==> src/design/shp_pkg.sv <==
package shp_pkg;

    // sizing
    localparam int unsigned MAX_PACKET_BYTES_DEF = 65536;
    localparam int unsigned BITPOS_W   = 20;
    localparam int unsigned SIZE_W     = 17;
    localparam int unsigned TS_W       = 64;
    localparam int unsigned RES_W      = 32;
    localparam int unsigned LEN_W      = 7;
    localparam int unsigned US_PER_SEC = 1000000;
    localparam int unsigned MUL_STEPS  = 20;
    localparam int unsigned PROD_W     = TS_W + MUL_STEPS;
    localparam int unsigned APB_DW     = 32;
    localparam int unsigned APB_AW     = 5;

    // input word
    typedef struct packed {
        logic [7:0] data_byte;
        logic       last_byte;
    } in_word_t;

    // result word
    typedef struct packed {
        logic              au_start;
        logic              au_end;
        logic [TS_W-1:0]   dts_us;
        logic [TS_W-1:0]   pts_us;
        logic [SIZE_W-1:0] header_bytes;
    } out_word_t;

    // configuration registers
    typedef struct packed {
        logic [7:0]       sl_flags;
        logic [RES_W-1:0] timestamp_resolution;
        logic [LEN_W-1:0] timestamp_length;
        logic [LEN_W-1:0] ocr_length;
        logic [LEN_W-1:0] au_length_bits;
        logic [LEN_W-1:0] bitrate_length;
        logic [13:0]      sequence_field_lengths;
    } cfg_t;

    // register indexes
    typedef enum logic [2:0] {
        REG_SL_FLAGS,
        REG_TS_RES,
        REG_TS_LEN,
        REG_OCR_LEN,
        REG_AU_LEN,
        REG_BR_LEN,
        REG_SEQ_LEN
    } reg_idx_t;

    // header fields in stream order
    typedef enum logic [4:0] {
        PH_AU_START,
        PH_AU_END,
        PH_OCR_FLAG,
        PH_IDLE_FLAG,
        PH_PAD_FLAG,
        PH_PADVAL,
        PH_SEQ,
        PH_DEG_FLAG,
        PH_DEG,
        PH_OCR,
        PH_RAP,
        PH_AU_SEQ,
        PH_DTS_FLAG,
        PH_CTS_FLAG,
        PH_BR_FLAG,
        PH_DTS,
        PH_CTS,
        PH_AU_LEN,
        PH_BR,
        PH_DONE
    } phase_t;

    // parser mode
    typedef enum logic [1:0] {
        PM_IDLE,
        PM_BYTE,
        PM_DRAIN,
        PM_DONE
    } pmode_t;

    // converter state
    typedef enum logic [1:0] {
        DV_IDLE,
        DV_MUL,
        DV_DIV,
        DV_DONE
    } div_state_t;

    // top level sequencer
    typedef enum logic [2:0] {
        T_PARSE,
        T_DTS,
        T_DTS_WAIT,
        T_CTS,
        T_CTS_WAIT,
        T_OUT
    } top_state_t;

    // parsed packet summary
    typedef struct packed {
        logic [7:0]        flags;
        logic [TS_W-1:0]   raw_dts;
        logic [TS_W-1:0]   raw_cts;
        logic [SIZE_W-1:0] header_bytes;
    } pkt_stat_t;

endpackage

==> src/design/shp_parser.sv <==
module shp_parser #(
    parameter int unsigned MAX_PACKET_BYTES = shp_pkg::MAX_PACKET_BYTES_DEF
) (
    input  logic               aclk,
    input  logic               aresetn,
    input  shp_pkg::cfg_t      cfg,
    input  logic               load,
    input  shp_pkg::in_word_t  word,
    output logic               in_ready,
    output logic               pkt_done,
    input  logic               pkt_clear,
    output shp_pkg::pkt_stat_t stat
);
    import shp_pkg::*;

    localparam int unsigned BC_W = $clog2(MAX_PACKET_BYTES + 1);
    localparam int unsigned CL_W = BITPOS_W - 2;
    localparam int unsigned CW   = (BC_W > CL_W) ? BC_W : CL_W;

    pmode_t              mode_reg, mode_next;
    phase_t              phase_reg, phase_next;
    logic [LEN_W-1:0]    left_reg, left_next;
    logic [TS_W-1:0]     acc_reg, acc_next;
    logic [7:0]          flags_reg, flags_next;
    logic [2:0]          padval_reg, padval_next;
    logic [BITPOS_W-1:0] bitpos_reg, bitpos_next;
    logic [BC_W-1:0]     bc_reg, bc_next;
    logic [TS_W-1:0]     dts_reg, dts_next;
    logic [TS_W-1:0]     cts_reg, cts_next;
    logic [7:0]          sh_reg, sh_next;
    logic [3:0]          cnt_reg, cnt_next;
    logic                last_reg, last_next;

    logic [7:0]       flags_eff;
    logic [LEN_W-1:0] n;
    logic             skip_opt;
    logic             working;
    logic             settle_act;
    logic             at_done;
    logic             bit_in;
    logic [TS_W-1:0]  acc_new;
    logic             b;
    logic             byte_end;
    logic [BITPOS_W:0] bp7;
    logic [CW-1:0]    ceil_b;
    logic [CW-1:0]    bc_x;
    logic [CW-1:0]    size_c;

    // flags with the au default applied at the padding value field
    always_comb begin
        flags_eff = flags_reg;
        if (phase_reg == PH_PADVAL && flags_reg[1:0] == 2'b00) begin
            flags_eff[1:0] = 2'b11;
        end
    end

    // length of the current field
    always_comb begin
        skip_opt = flags_eff[3] | (flags_eff[4] & (padval_reg != 3'd0));
        n = '0;
        unique case (phase_reg)
            PH_AU_START:  n = LEN_W'(cfg.sl_flags[7]);
            PH_AU_END:    n = LEN_W'(cfg.sl_flags[6]);
            PH_OCR_FLAG:  n = LEN_W'(cfg.ocr_length != '0);
            PH_IDLE_FLAG: n = LEN_W'(cfg.sl_flags[1]);
            PH_PAD_FLAG:  n = LEN_W'(cfg.sl_flags[3]);
            PH_PADVAL:    n = flags_eff[4] ? LEN_W'(3) : '0;
            PH_SEQ:       n = LEN_W'(cfg.sequence_field_lengths[4:0]);
            PH_DEG_FLAG:  n = LEN_W'(cfg.sequence_field_lengths[13:10] != 4'd0);
            PH_DEG:       n = LEN_W'(cfg.sequence_field_lengths[13:10]);
            PH_OCR:       n = flags_eff[2] ? cfg.ocr_length : '0;
            PH_RAP:       n = LEN_W'(cfg.sl_flags[5]);
            PH_AU_SEQ:    n = LEN_W'(cfg.sequence_field_lengths[9:5]);
            PH_DTS_FLAG:  n = LEN_W'(cfg.sl_flags[2]);
            PH_CTS_FLAG:  n = LEN_W'(cfg.sl_flags[2]);
            PH_BR_FLAG:   n = LEN_W'(cfg.bitrate_length != '0);
            PH_DTS:       n = flags_eff[5] ? cfg.timestamp_length : '0;
            PH_CTS:       n = flags_eff[6] ? cfg.timestamp_length : '0;
            PH_AU_LEN:    n = cfg.au_length_bits;
            PH_BR:        n = flags_eff[7] ? cfg.bitrate_length : '0;
            default:      n = '0;
        endcase
        if (phase_reg >= PH_SEQ && skip_opt) begin
            n = '0;
        end
        if (phase_reg >= PH_RAP && !flags_eff[0]) begin
            n = '0;
        end
    end

    assign working    = (mode_reg == PM_BYTE) || (mode_reg == PM_DRAIN);
    assign at_done    = (phase_reg == PH_DONE);
    assign settle_act = (left_reg == '0) && !at_done;
    assign bit_in     = (mode_reg == PM_BYTE) ? sh_reg[7] : 1'b0;
    assign acc_new    = {acc_reg[TS_W-2:0], bit_in};
    assign b          = acc_new[0];

    // one header bit or one settle step per cycle while a byte is shifted or the fields drain
    always_comb begin
        mode_next   = mode_reg;
        phase_next  = phase_reg;
        left_next   = left_reg;
        acc_next    = acc_reg;
        flags_next  = flags_reg;
        padval_next = padval_reg;
        bitpos_next = bitpos_reg;
        bc_next     = bc_reg;
        dts_next    = dts_reg;
        cts_next    = cts_reg;
        sh_next     = sh_reg;
        cnt_next    = cnt_reg;
        last_next   = last_reg;
        byte_end    = 1'b0;
        if (load) begin
            sh_next   = word.data_byte;
            last_next = word.last_byte;
            cnt_next  = 4'd8;
            mode_next = PM_BYTE;
            if (bc_reg != BC_W'(MAX_PACKET_BYTES)) begin
                bc_next = bc_reg + BC_W'(1);
            end
        end else if (working) begin
            if (settle_act) begin
                flags_next = flags_eff;
                if (n != '0) begin
                    left_next = n;
                    acc_next  = '0;
                end else begin
                    phase_next = phase_t'(5'(phase_reg) + 5'd1);
                end
            end else if (!at_done) begin
                acc_next  = acc_new;
                left_next = left_reg - LEN_W'(1);
                if (mode_reg == PM_BYTE) begin
                    bitpos_next = bitpos_reg + BITPOS_W'(1);
                    sh_next     = {sh_reg[6:0], 1'b0};
                    cnt_next    = cnt_reg - 4'd1;
                    byte_end    = (cnt_reg == 4'd1);
                end
                if (left_reg == LEN_W'(1)) begin
                    phase_next = phase_t'(5'(phase_reg) + 5'd1);
                    case (phase_reg)
                        PH_AU_START:  flags_next[0] = flags_reg[0] | b;
                        PH_AU_END:    flags_next[1] = flags_reg[1] | b;
                        PH_OCR_FLAG:  flags_next[2] = flags_reg[2] | b;
                        PH_IDLE_FLAG: flags_next[3] = flags_reg[3] | b;
                        PH_PAD_FLAG:  flags_next[4] = flags_reg[4] | b;
                        PH_PADVAL:    padval_next   = acc_new[2:0];
                        PH_DEG_FLAG: begin
                            if (!b) begin
                                phase_next = phase_t'(5'(phase_reg) + 5'd2);
                            end
                        end
                        PH_DTS_FLAG:  flags_next[5] = flags_reg[5] | b;
                        PH_CTS_FLAG:  flags_next[6] = flags_reg[6] | b;
                        PH_BR_FLAG:   flags_next[7] = flags_reg[7] | b;
                        PH_DTS:       dts_next      = acc_new;
                        PH_CTS:       cts_next      = acc_new;
                        default:      ;
                    endcase
                end
            end
            // leftover bits of a byte after the header are dropped
            if (mode_reg == PM_BYTE && (byte_end || at_done)) begin
                if (!last_reg) begin
                    mode_next = PM_IDLE;
                end else if (at_done) begin
                    mode_next = PM_DONE;
                end else begin
                    mode_next = PM_DRAIN;
                end
            end else if (mode_reg == PM_DRAIN && at_done) begin
                mode_next = PM_DONE;
            end
        end else if (mode_reg == PM_DONE && pkt_clear) begin
            mode_next   = PM_IDLE;
            phase_next  = PH_AU_START;
            left_next   = '0;
            acc_next    = '0;
            flags_next  = '0;
            padval_next = '0;
            bitpos_next = '0;
            bc_next     = '0;
            dts_next    = '0;
            cts_next    = '0;
        end
    end

    // header size
    always_comb begin
        bp7    = {1'b0, bitpos_reg} + (BITPOS_W + 1)'(7);
        ceil_b = CW'(bp7[BITPOS_W:3]);
        bc_x   = CW'(bc_reg);
        if (flags_reg[4] && padval_reg == 3'd0) begin
            size_c = bc_x;
        end else if (ceil_b > bc_x) begin
            size_c = bc_x;
        end else begin
            size_c = ceil_b;
        end
    end

    assign in_ready          = (mode_reg == PM_IDLE);
    assign pkt_done          = (mode_reg == PM_DONE);
    assign stat.flags        = flags_reg;
    assign stat.raw_dts      = dts_reg;
    assign stat.raw_cts      = cts_reg;
    assign stat.header_bytes = size_c[SIZE_W-1:0];

    // registers
    always_ff @(posedge aclk) begin
        if (!aresetn) begin
            mode_reg   <= PM_IDLE;
            phase_reg  <= PH_AU_START;
            left_reg   <= '0;
            acc_reg    <= '0;
            flags_reg  <= '0;
            padval_reg <= '0;
            bitpos_reg <= '0;
            bc_reg     <= '0;
            dts_reg    <= '0;
            cts_reg    <= '0;
            cnt_reg    <= '0;
            last_reg   <= 1'b0;
        end else begin
            mode_reg   <= mode_next;
            phase_reg  <= phase_next;
            left_reg   <= left_next;
            acc_reg    <= acc_next;
            flags_reg  <= flags_next;
            padval_reg <= padval_next;
            bitpos_reg <= bitpos_next;
            bc_reg     <= bc_next;
            dts_reg    <= dts_next;
            cts_reg    <= cts_next;
            cnt_reg    <= cnt_next;
            last_reg   <= last_next;
        end
        sh_reg <= sh_next;
    end

endmodule

==> src/design/shp_divider.sv <==
module shp_divider (
    input  logic                      aclk,
    input  logic                      aresetn,
    input  logic                      start,
    input  logic [shp_pkg::TS_W-1:0]  ticks,
    input  logic [shp_pkg::RES_W-1:0] res,
    output logic                      done,
    output logic [shp_pkg::TS_W-1:0]  us
);
    import shp_pkg::*;

    localparam int unsigned CNT_W = $clog2(PROD_W);
    localparam int unsigned MS_IW = $clog2(MUL_STEPS);
    localparam logic [MUL_STEPS-1:0] K = MUL_STEPS'(US_PER_SEC);

    div_state_t        st_reg, st_next;
    logic [CNT_W-1:0]  cnt_reg, cnt_next;
    logic [PROD_W-1:0] prod_reg, prod_next;
    logic [RES_W-1:0]  rem_reg, rem_next;
    logic [TS_W-1:0]   q_reg, q_next;
    logic              ovf_reg, ovf_next;
    logic [TS_W-1:0]   t_reg, t_next;
    logic [RES_W-1:0]  res_reg, res_next;
    logic [RES_W:0]    rem_sh;
    logic              ge;

    assign rem_sh = {rem_reg, prod_reg[PROD_W-1]};
    assign ge     = rem_sh >= {1'b0, res_reg};

    // next state
    always_comb begin
        st_next = st_reg;
        unique case (st_reg)
            DV_IDLE: if (start) st_next = DV_MUL;
            DV_MUL:  if (cnt_reg == '0) st_next = DV_DIV;
            DV_DIV:  if (cnt_reg == '0) st_next = DV_DONE;
            DV_DONE: st_next = DV_IDLE;
            default: st_next = DV_IDLE;
        endcase
    end

    // shift-add multiply by one million, then restoring division
    always_comb begin
        cnt_next  = cnt_reg;
        prod_next = prod_reg;
        rem_next  = rem_reg;
        q_next    = q_reg;
        ovf_next  = ovf_reg;
        t_next    = t_reg;
        res_next  = res_reg;
        unique case (st_reg)
            DV_IDLE: begin
                if (start) begin
                    t_next    = ticks;
                    res_next  = res;
                    prod_next = '0;
                    cnt_next  = CNT_W'(MUL_STEPS - 1);
                end
            end
            DV_MUL: begin
                prod_next = {prod_reg[PROD_W-2:0], 1'b0}
                          + (K[cnt_reg[MS_IW-1:0]] ? PROD_W'(t_reg) : '0);
                if (cnt_reg == '0) begin
                    cnt_next = CNT_W'(PROD_W - 1);
                    rem_next = '0;
                    q_next   = '0;
                    ovf_next = 1'b0;
                end else begin
                    cnt_next = cnt_reg - CNT_W'(1);
                end
            end
            DV_DIV: begin
                rem_next  = ge ? RES_W'(rem_sh - {1'b0, res_reg}) : rem_sh[RES_W-1:0];
                prod_next = {prod_reg[PROD_W-2:0], 1'b0};
                q_next    = {q_reg[TS_W-2:0], ge};
                ovf_next  = ovf_reg | q_reg[TS_W-1];
                cnt_next  = cnt_reg - CNT_W'(1);
            end
            default: ;
        endcase
    end

    // result: saturate, else add one unless already all ones
    always_comb begin
        done = (st_reg == DV_DONE);
        if (ovf_reg || (&q_reg)) begin
            us = '1;
        end else begin
            us = q_reg + TS_W'(1);
        end
    end

    always_ff @(posedge aclk) begin
        if (!aresetn) begin
            st_reg <= DV_IDLE;
        end else begin
            st_reg <= st_next;
        end
        cnt_reg  <= cnt_next;
        prod_reg <= prod_next;
        rem_reg  <= rem_next;
        q_reg    <= q_next;
        ovf_reg  <= ovf_next;
        t_reg    <= t_next;
        res_reg  <= res_next;
    end

endmodule

==> src/design/sl_packet_header_parser.sv <==
// channel  | handshake            | word
// s_       | s_valid / s_ready    | in_word_t: data_byte, last_byte
// m_       | m_valid / m_ready    | out_word_t: au_start, au_end, dts_us, pts_us, header_bytes
// apb      | psel/penable/pready  | seven config registers at 4*index
// the bit-serial parser shifts in a byte after accepting it, one header bit at a time, and
// starts or skips each field in turn; after the last byte the open fields drain with
// zeros, then each present timestamp with a nonzero resolution passes through the shared
// shift-add multiply and restoring divider
// synchronous active-low reset returns the registers to defaults and clears the packet
// a stalled result holds in the output register while the next packet is parsed
module sl_packet_header_parser #(
    parameter int unsigned MAX_PACKET_BYTES = shp_pkg::MAX_PACKET_BYTES_DEF
) (
    input  logic                       aclk,
    input  logic                       aresetn,
    input  logic                       s_valid,
    output logic                       s_ready,
    input  shp_pkg::in_word_t          s_data,
    output logic                       m_valid,
    input  logic                       m_ready,
    output shp_pkg::out_word_t         m_data,
    input  logic                       psel,
    input  logic                       penable,
    input  logic                       pwrite,
    input  logic [shp_pkg::APB_AW-1:0] paddr,
    input  logic [shp_pkg::APB_DW-1:0] pwdata,
    output logic [shp_pkg::APB_DW-1:0] prdata,
    output logic                       pready
);
    import shp_pkg::*;

    cfg_t       cfg_reg, cfg_next;
    top_state_t st_reg, st_next;
    logic [TS_W-1:0] dts_reg, dts_next;
    logic [TS_W-1:0] pts_reg, pts_next;
    out_word_t  out_reg, out_next;
    logic       mv_reg, mv_next;

    logic       load;
    logic       pkt_done;
    logic       pkt_clear;
    pkt_stat_t  stat;
    logic       div_start;
    logic       div_done;
    logic [TS_W-1:0] div_ticks;
    logic [TS_W-1:0] div_us;
    logic       wr;
    reg_idx_t   idx;
    logic       out_free;
    logic       need_dts;
    logic       need_cts;

    assign pready   = 1'b1;
    assign wr       = psel & penable & pwrite;
    assign idx      = reg_idx_t'(paddr[APB_AW-1:2]);
    assign load     = s_valid & s_ready;
    assign out_free = !mv_reg || m_ready;
    assign need_dts = stat.flags[5] && (cfg_reg.timestamp_resolution != '0);
    assign need_cts = stat.flags[6] && (cfg_reg.timestamp_resolution != '0);

    // register writes
    always_comb begin
        cfg_next = cfg_reg;
        if (wr) begin
            unique case (idx)
                REG_SL_FLAGS: cfg_next.sl_flags             = pwdata[7:0];
                REG_TS_RES:   cfg_next.timestamp_resolution = pwdata[RES_W-1:0];
                REG_TS_LEN:   cfg_next.timestamp_length     = pwdata[LEN_W-1:0];
                REG_OCR_LEN:  cfg_next.ocr_length           = pwdata[LEN_W-1:0];
                REG_AU_LEN:   cfg_next.au_length_bits       = pwdata[LEN_W-1:0];
                REG_BR_LEN:   cfg_next.bitrate_length       = pwdata[LEN_W-1:0];
                REG_SEQ_LEN:  cfg_next.sequence_field_lengths = pwdata[13:0];
                default:      ;
            endcase
        end
    end

    // register reads
    always_comb begin
        unique case (idx)
            REG_SL_FLAGS: prdata = APB_DW'(cfg_reg.sl_flags);
            REG_TS_RES:   prdata = APB_DW'(cfg_reg.timestamp_resolution);
            REG_TS_LEN:   prdata = APB_DW'(cfg_reg.timestamp_length);
            REG_OCR_LEN:  prdata = APB_DW'(cfg_reg.ocr_length);
            REG_AU_LEN:   prdata = APB_DW'(cfg_reg.au_length_bits);
            REG_BR_LEN:   prdata = APB_DW'(cfg_reg.bitrate_length);
            REG_SEQ_LEN:  prdata = APB_DW'(cfg_reg.sequence_field_lengths);
            default:      prdata = '0;
        endcase
    end

    // sequencer next state
    always_comb begin
        st_next = st_reg;
        unique case (st_reg)
            T_PARSE:    if (pkt_done) st_next = T_DTS;
            T_DTS:      st_next = need_dts ? T_DTS_WAIT : T_CTS;
            T_DTS_WAIT: if (div_done) st_next = T_CTS;
            T_CTS:      st_next = need_cts ? T_CTS_WAIT : T_OUT;
            T_CTS_WAIT: if (div_done) st_next = T_OUT;
            T_OUT:      if (out_free) st_next = T_PARSE;
            default:    st_next = T_PARSE;
        endcase
    end

    // sequencer outputs
    always_comb begin
        div_start = 1'b0;
        div_ticks = stat.raw_dts;
        pkt_clear = 1'b0;
        dts_next  = dts_reg;
        pts_next  = pts_reg;
        out_next  = out_reg;
        mv_next   = mv_reg & ~m_ready;
        unique case (st_reg)
            T_DTS: begin
                div_start = need_dts;
                dts_next  = '0;
            end
            T_DTS_WAIT: if (div_done) dts_next = div_us;
            T_CTS: begin
                div_start = need_cts;
                div_ticks = stat.raw_cts;
                pts_next  = '0;
            end
            T_CTS_WAIT: if (div_done) pts_next = div_us;
            T_OUT: begin
                if (out_free) begin
                    pkt_clear           = 1'b1;
                    mv_next             = 1'b1;
                    out_next.au_start   = stat.flags[0];
                    out_next.au_end     = stat.flags[1];
                    out_next.dts_us     = dts_reg;
                    out_next.pts_us     = pts_reg;
                    out_next.header_bytes = stat.header_bytes;
                end
            end
            default: ;
        endcase
    end

    shp_parser #(
        .MAX_PACKET_BYTES (MAX_PACKET_BYTES)
    ) u_parser (
        .aclk      (aclk),
        .aresetn   (aresetn),
        .cfg       (cfg_reg),
        .load      (load),
        .word      (s_data),
        .in_ready  (s_ready),
        .pkt_done  (pkt_done),
        .pkt_clear (pkt_clear),
        .stat      (stat)
    );

    shp_divider u_divider (
        .aclk    (aclk),
        .aresetn (aresetn),
        .start   (div_start),
        .ticks   (div_ticks),
        .res     (cfg_reg.timestamp_resolution),
        .done    (div_done),
        .us      (div_us)
    );

    assign m_valid = mv_reg;
    assign m_data  = out_reg;

    always_ff @(posedge aclk) begin
        if (!aresetn) begin
            cfg_reg.sl_flags               <= '0;
            cfg_reg.timestamp_resolution   <= RES_W'(1000);
            cfg_reg.timestamp_length       <= LEN_W'(32);
            cfg_reg.ocr_length             <= '0;
            cfg_reg.au_length_bits         <= '0;
            cfg_reg.bitrate_length         <= '0;
            cfg_reg.sequence_field_lengths <= '0;
            st_reg <= T_PARSE;
            mv_reg <= 1'b0;
        end else begin
            cfg_reg <= cfg_next;
            st_reg  <= st_next;
            mv_reg  <= mv_next;
        end
        dts_reg <= dts_next;
        pts_reg <= pts_next;
        out_reg <= out_next;
    end

endmodule
==> config.mk <==
export PLATFORM = sky130hd
export DESIGN_NAME = sl_packet_header_parser
export DESIGN_NICKNAME = d
export VERILOG_FILES = /design/src/design/shp_pkg.sv /design/src/design/shp_parser.sv /design/src/design/shp_divider.sv /design/src/design/sl_packet_header_parser.sv
export SDC_FILE = /design/constraint.sdc
export NUM_CORES = 2
export LEC_CHECK = 0
export ABC_AREA = 1
export ABC_CLOCK_PERIOD_IN_PS = 16500
export BUFFER_PORTS_ARGS = -buffer_cell sky130_fd_sc_hd__buf_2
export CAP_MARGIN = 20
export CELL_PAD_IN_SITES_DETAIL_PLACEMENT = 0
export CELL_PAD_IN_SITES_GLOBAL_PLACEMENT = 1
export CORE_UTILIZATION = 41
export CTS_CLUSTER_SIZE = 8
export DETAILED_ROUTE_END_ITERATION = 6
export PLACE_DENSITY_LB_ADDON = 0.1
export SKIP_CTS_REPAIR_TIMING = 1
export SLEW_MARGIN = 30
export SYNTH_ARGS = -nofsm -noshare
export SYNTH_HDL_FRONTEND = slang
export SYNTH_HIERARCHICAL = 1
export SYNTH_SLANG_ARGS = --single-unit
==> constraint.sdc <==
create_clock -name aclk -period 16.5 [get_ports aclk]
set_clock_uncertainty 0.1 [all_clocks]
set_input_delay 0.825 -clock aclk [delete_from_list [all_inputs] [get_ports aclk]]
set_output_delay 0.825 -clock aclk [all_outputs]
set_load 0.01 [all_outputs]
==> flow_metrics.py <==
metrics = {
    "route": {
        "drcViolationCount": 10,
        "drt-wirelength-per-cell_um": 17.5,
        "finalWirelength_um": 145000,
        "ant_nets": 0,
        "drt-pass1-iter-count": 7,
        "route.vias.total": 41600,
        "vias_per_cell": 5.02,
        "drt_iter0_drc": 3026,
    },
    "sta": {
        "rsz0062_at_grt": "false",
        "maxSlewHeadroom": 0.363,
        "fmax_mhz": 226,
        "fin_setup_tns_ns": 0,
        "tightest_slew_ns": 0.956,
        "fin_crit_ns": 4.42,
        "setup_viol": 0,
        "hold_viol": 0,
        "slew_violations": 0,
        "min_period_over_period": 0.268,
        "setup_slack_ns": 12.08,
    },
    "run_status": {
        "failed_checks": "design-rule violations",
        "status": "finished, violations left",
    },
    "synthesis": {
        "yosys.area_share.adder": 0.0361,
        "muxShareOfSynthArea": 0,
        "synth_compound_area_frac": 0.109,
        "syn_nets": 6629,
        "synth_commonest_cells": "1727 x nand2_1, 844 x nor2_1, 843 x inv_1, 567 x edfxtp_1, 512 x a21oi_1",
        "synth.avg_cell_area_um2": 7.65,
        "synth_flop_cell": "edfxtp_1",
        "ys_ff_latch": 914,
        "synthArstFlopShare": 0,
        "syn_inst": 6435,
        "synth-xor-area-share": 0.0110,
        "yosysMostFrequentCell": "nand2_1",
        "synth_edf_count": 567,
        "synth_top_area_cell": "edfxtp_1",
        "yosysUniqueCellTypes": 65,
        "yosysTopAreaCellShare": 0.346,
        "synth_top_family_by_area": "simple AND/OR/NAND/NOR gates",
        "yosys.area_share.simple": 0.271,
        "synth_area_leaders": "edfxtp_1 35%, dfxtp_1 14%, nand2_1 13%",
        "yosys_warnings": 6,
        "netlist_area_um2": 49200,
        "yosysSeqAreaShare": 0.487,
    },
    "floorplanning": {
        "io_pins": 235,
        "dieArea_um2": 121000,
        "coreArea_um2": 119000,
        "rows": 126,
        "start_util": 0.415,
        "die_x_um": 349,
        "chipHeight_um": 349,
    },
    "setup_path": {
        "reg2reg_slack_ns": 12.08,
        "path_class": "reg2reg",
        "path_max_fanout": 20,
        "critPathCapture": "m_data[9]$_DFFE_PP_",
        "end_kind": "register",
        "cp-start-kind": "register",
        "crit_path_start": "u_parser/bitpos_reg[0]$_SDFFE_PN0P_",
        "r2r-end": "m_data[9]$_DFFE_PP_",
        "worstPathArrival_ns": 4.87,
        "crit_required_ns": 16.95,
        "reg2reg_depth": 17,
        "r2r-start": "u_parser/bitpos_reg[0]$_SDFFE_PN0P_",
    },
    "clock_tree": {
        "clk_latency_ns": 0.75,
        "cts_tree": "built",
        "cts_sinks": 914,
        "numCtsBuffers": 134,
        "cts_root_buf": "clkbuf_16",
        "htreeDepth": 4,
        "clk_pin_slew_ns": 0.05,
        "cts_buffer_depth": 3,
    },
    "power_and_ir_drop": {
        "p_leak_nw": 24.4,
        "total_power_w": 0.00827,
        "p_per_area_nw_per_um2": 148,
        "irDropWorstVdd_mv": 0.128,
    },
    "final_layout": {
        "largest_reg_flops": 147,
        "n_fill_cell": 12200,
        "syn2layout_area_growth_pct": 13.1,
        "multi_input_area_um2": 21100,
        "final-seq-area_um2": 24000,
        "drive_gt1_frac": 0.0806,
        "final_util": 0.470,
        "final_area_um2": 55700,
        "nets": 6809,
        "n_antenna_cell": 0,
    },
    "placed_design": {
        "place_area_um2": 51800,
        "portBuffers": 231,
        "dp_hpwl_um": 103000,
        "place.gp.congestion": 0.944,
        "dp_slack_ns": 11.70,
    },
    "global_routing": {
        "grt_pass1_wl_um": 227000,
        "gr-usage-met1": 0.332,
        "busiest_layer": "met2",
        "grt_max_degree": 125,
        "grt_usage": 0.238,
        "gr-usage-met2": 0.380,
        "grt_pass1_vias": 39800,
        "overflow": 0,
        "grt_util_met3": 0.0359,
        "antenna_found_initial": 0,
    },
    "hold_path": {
        "hp-class": "in2reg",
        "worstHoldStart": "pwdata[9]",
    },
    "flow_run": {
        "drv_cap": 0,
    },
}
-- kinds of logic (layout without fill, tap and decap cells) --
family,after synthesis,count (layout)
other,1,1
AO/OA/AOI/OAI,1019,1019
flip-flops,914,914
XOR/XNOR,62,62
AND/OR/NAND/NOR,3218,3218
adder cells (fa/ha/maj),141,141
buffers and inverters,1080,1335
-- placed cells by master, fill, tap and decap left out, drive strengths merged, types with 14 or more instances in the layout --
master and instances:
a21oi 516, a22o 14, buf 265, clkbuf 198, dfxtp 347, edfxtp 567, ha 139, inv 859
nand2 1744, nand3 366, nand3b 29, nand4 59, nor2 861, nor3 80, nor4 31, o21ai 425
or2 38, xnor2 15, xor2 47
-- report_power, final --
part | internal, W | switching [W]
clock network | 0.00153 | 0.00103
logic | 0.000705 | 0.00193
registers | 0.00285 | 0.000219
-- worst max-delay path, stage by stage (launching register included) --
cell and delay, ns:
dfxtp_1 0.32, inv_1 0.08, ha_1 0.20, a21oi_1 0.26
nand3_1 0.19, nor2_1 0.20, nand2_1 0.11, xor2_1 0.39
ha_1 0.33, nand2_1 0.09, nor2_1 0.05, a211oi_1 0.18
o21ai_0 0.12, o21ai_0 0.16, nand2_1 0.08, nand2_1 0.41
nand2_1 0.55, o21ai_0 0.39
-- area by class of cell --
| class | instances | share of cell area |
|---|---|---|
| Tap cell | 1600 | 0.0360 |
| Timing Repair Buffer | 266 | 0.0258 |
| Inverter | 858 | 0.0580 |
| Sequential cell | 914 | 0.431 |
| Clock inverter | 14 | 0.00472 |
| Multi-Input combinational cell | 4441 | 0.380 |
| Clock buffer | 197 | 0.0652 |
-- through the flow --
stage | instances | hold WS, ns
5_1_grt | 8290 | 0.219
3_3_place_gp | 8079 | 0.302
4_1_cts | 8290 | 0.172
6_report | 8290 | 0.227
3_5_place_dp | 8079 | 0.305
2_1_floorplan | 6435 | 0.300
-- worst min path at each step --
stage | to | slack, ns | cells past startpoint
after floorplan | m_data[100]$_DFFE_PP_ | 0.30 | 0
after global placement | m_data[48]$_DFFE_PP_ | 0.30 | 0
after detailed placement | m_data[106]$_DFFE_PP_ | 0.30 | 0
after CTS | cfg_reg[50]$_SDFFE_PN1P_ | 0.17 | 3
after global routing | cfg_reg[50]$_SDFFE_PN1P_ | 0.22 | 3
final | cfg_reg[51]$_SDFFE_PN1P_ | 0.23 | 3
-- layer usage --
layer  routed length, um  up-vias  part of all wire
met2               65500     1013              0.45
li1                    -    21300                 -
met4                3710        0             0.026
met3                7580      218             0.052
met1               68400    19100              0.47
met5                   0        -                 0
(Power assumes the default switching activity.)
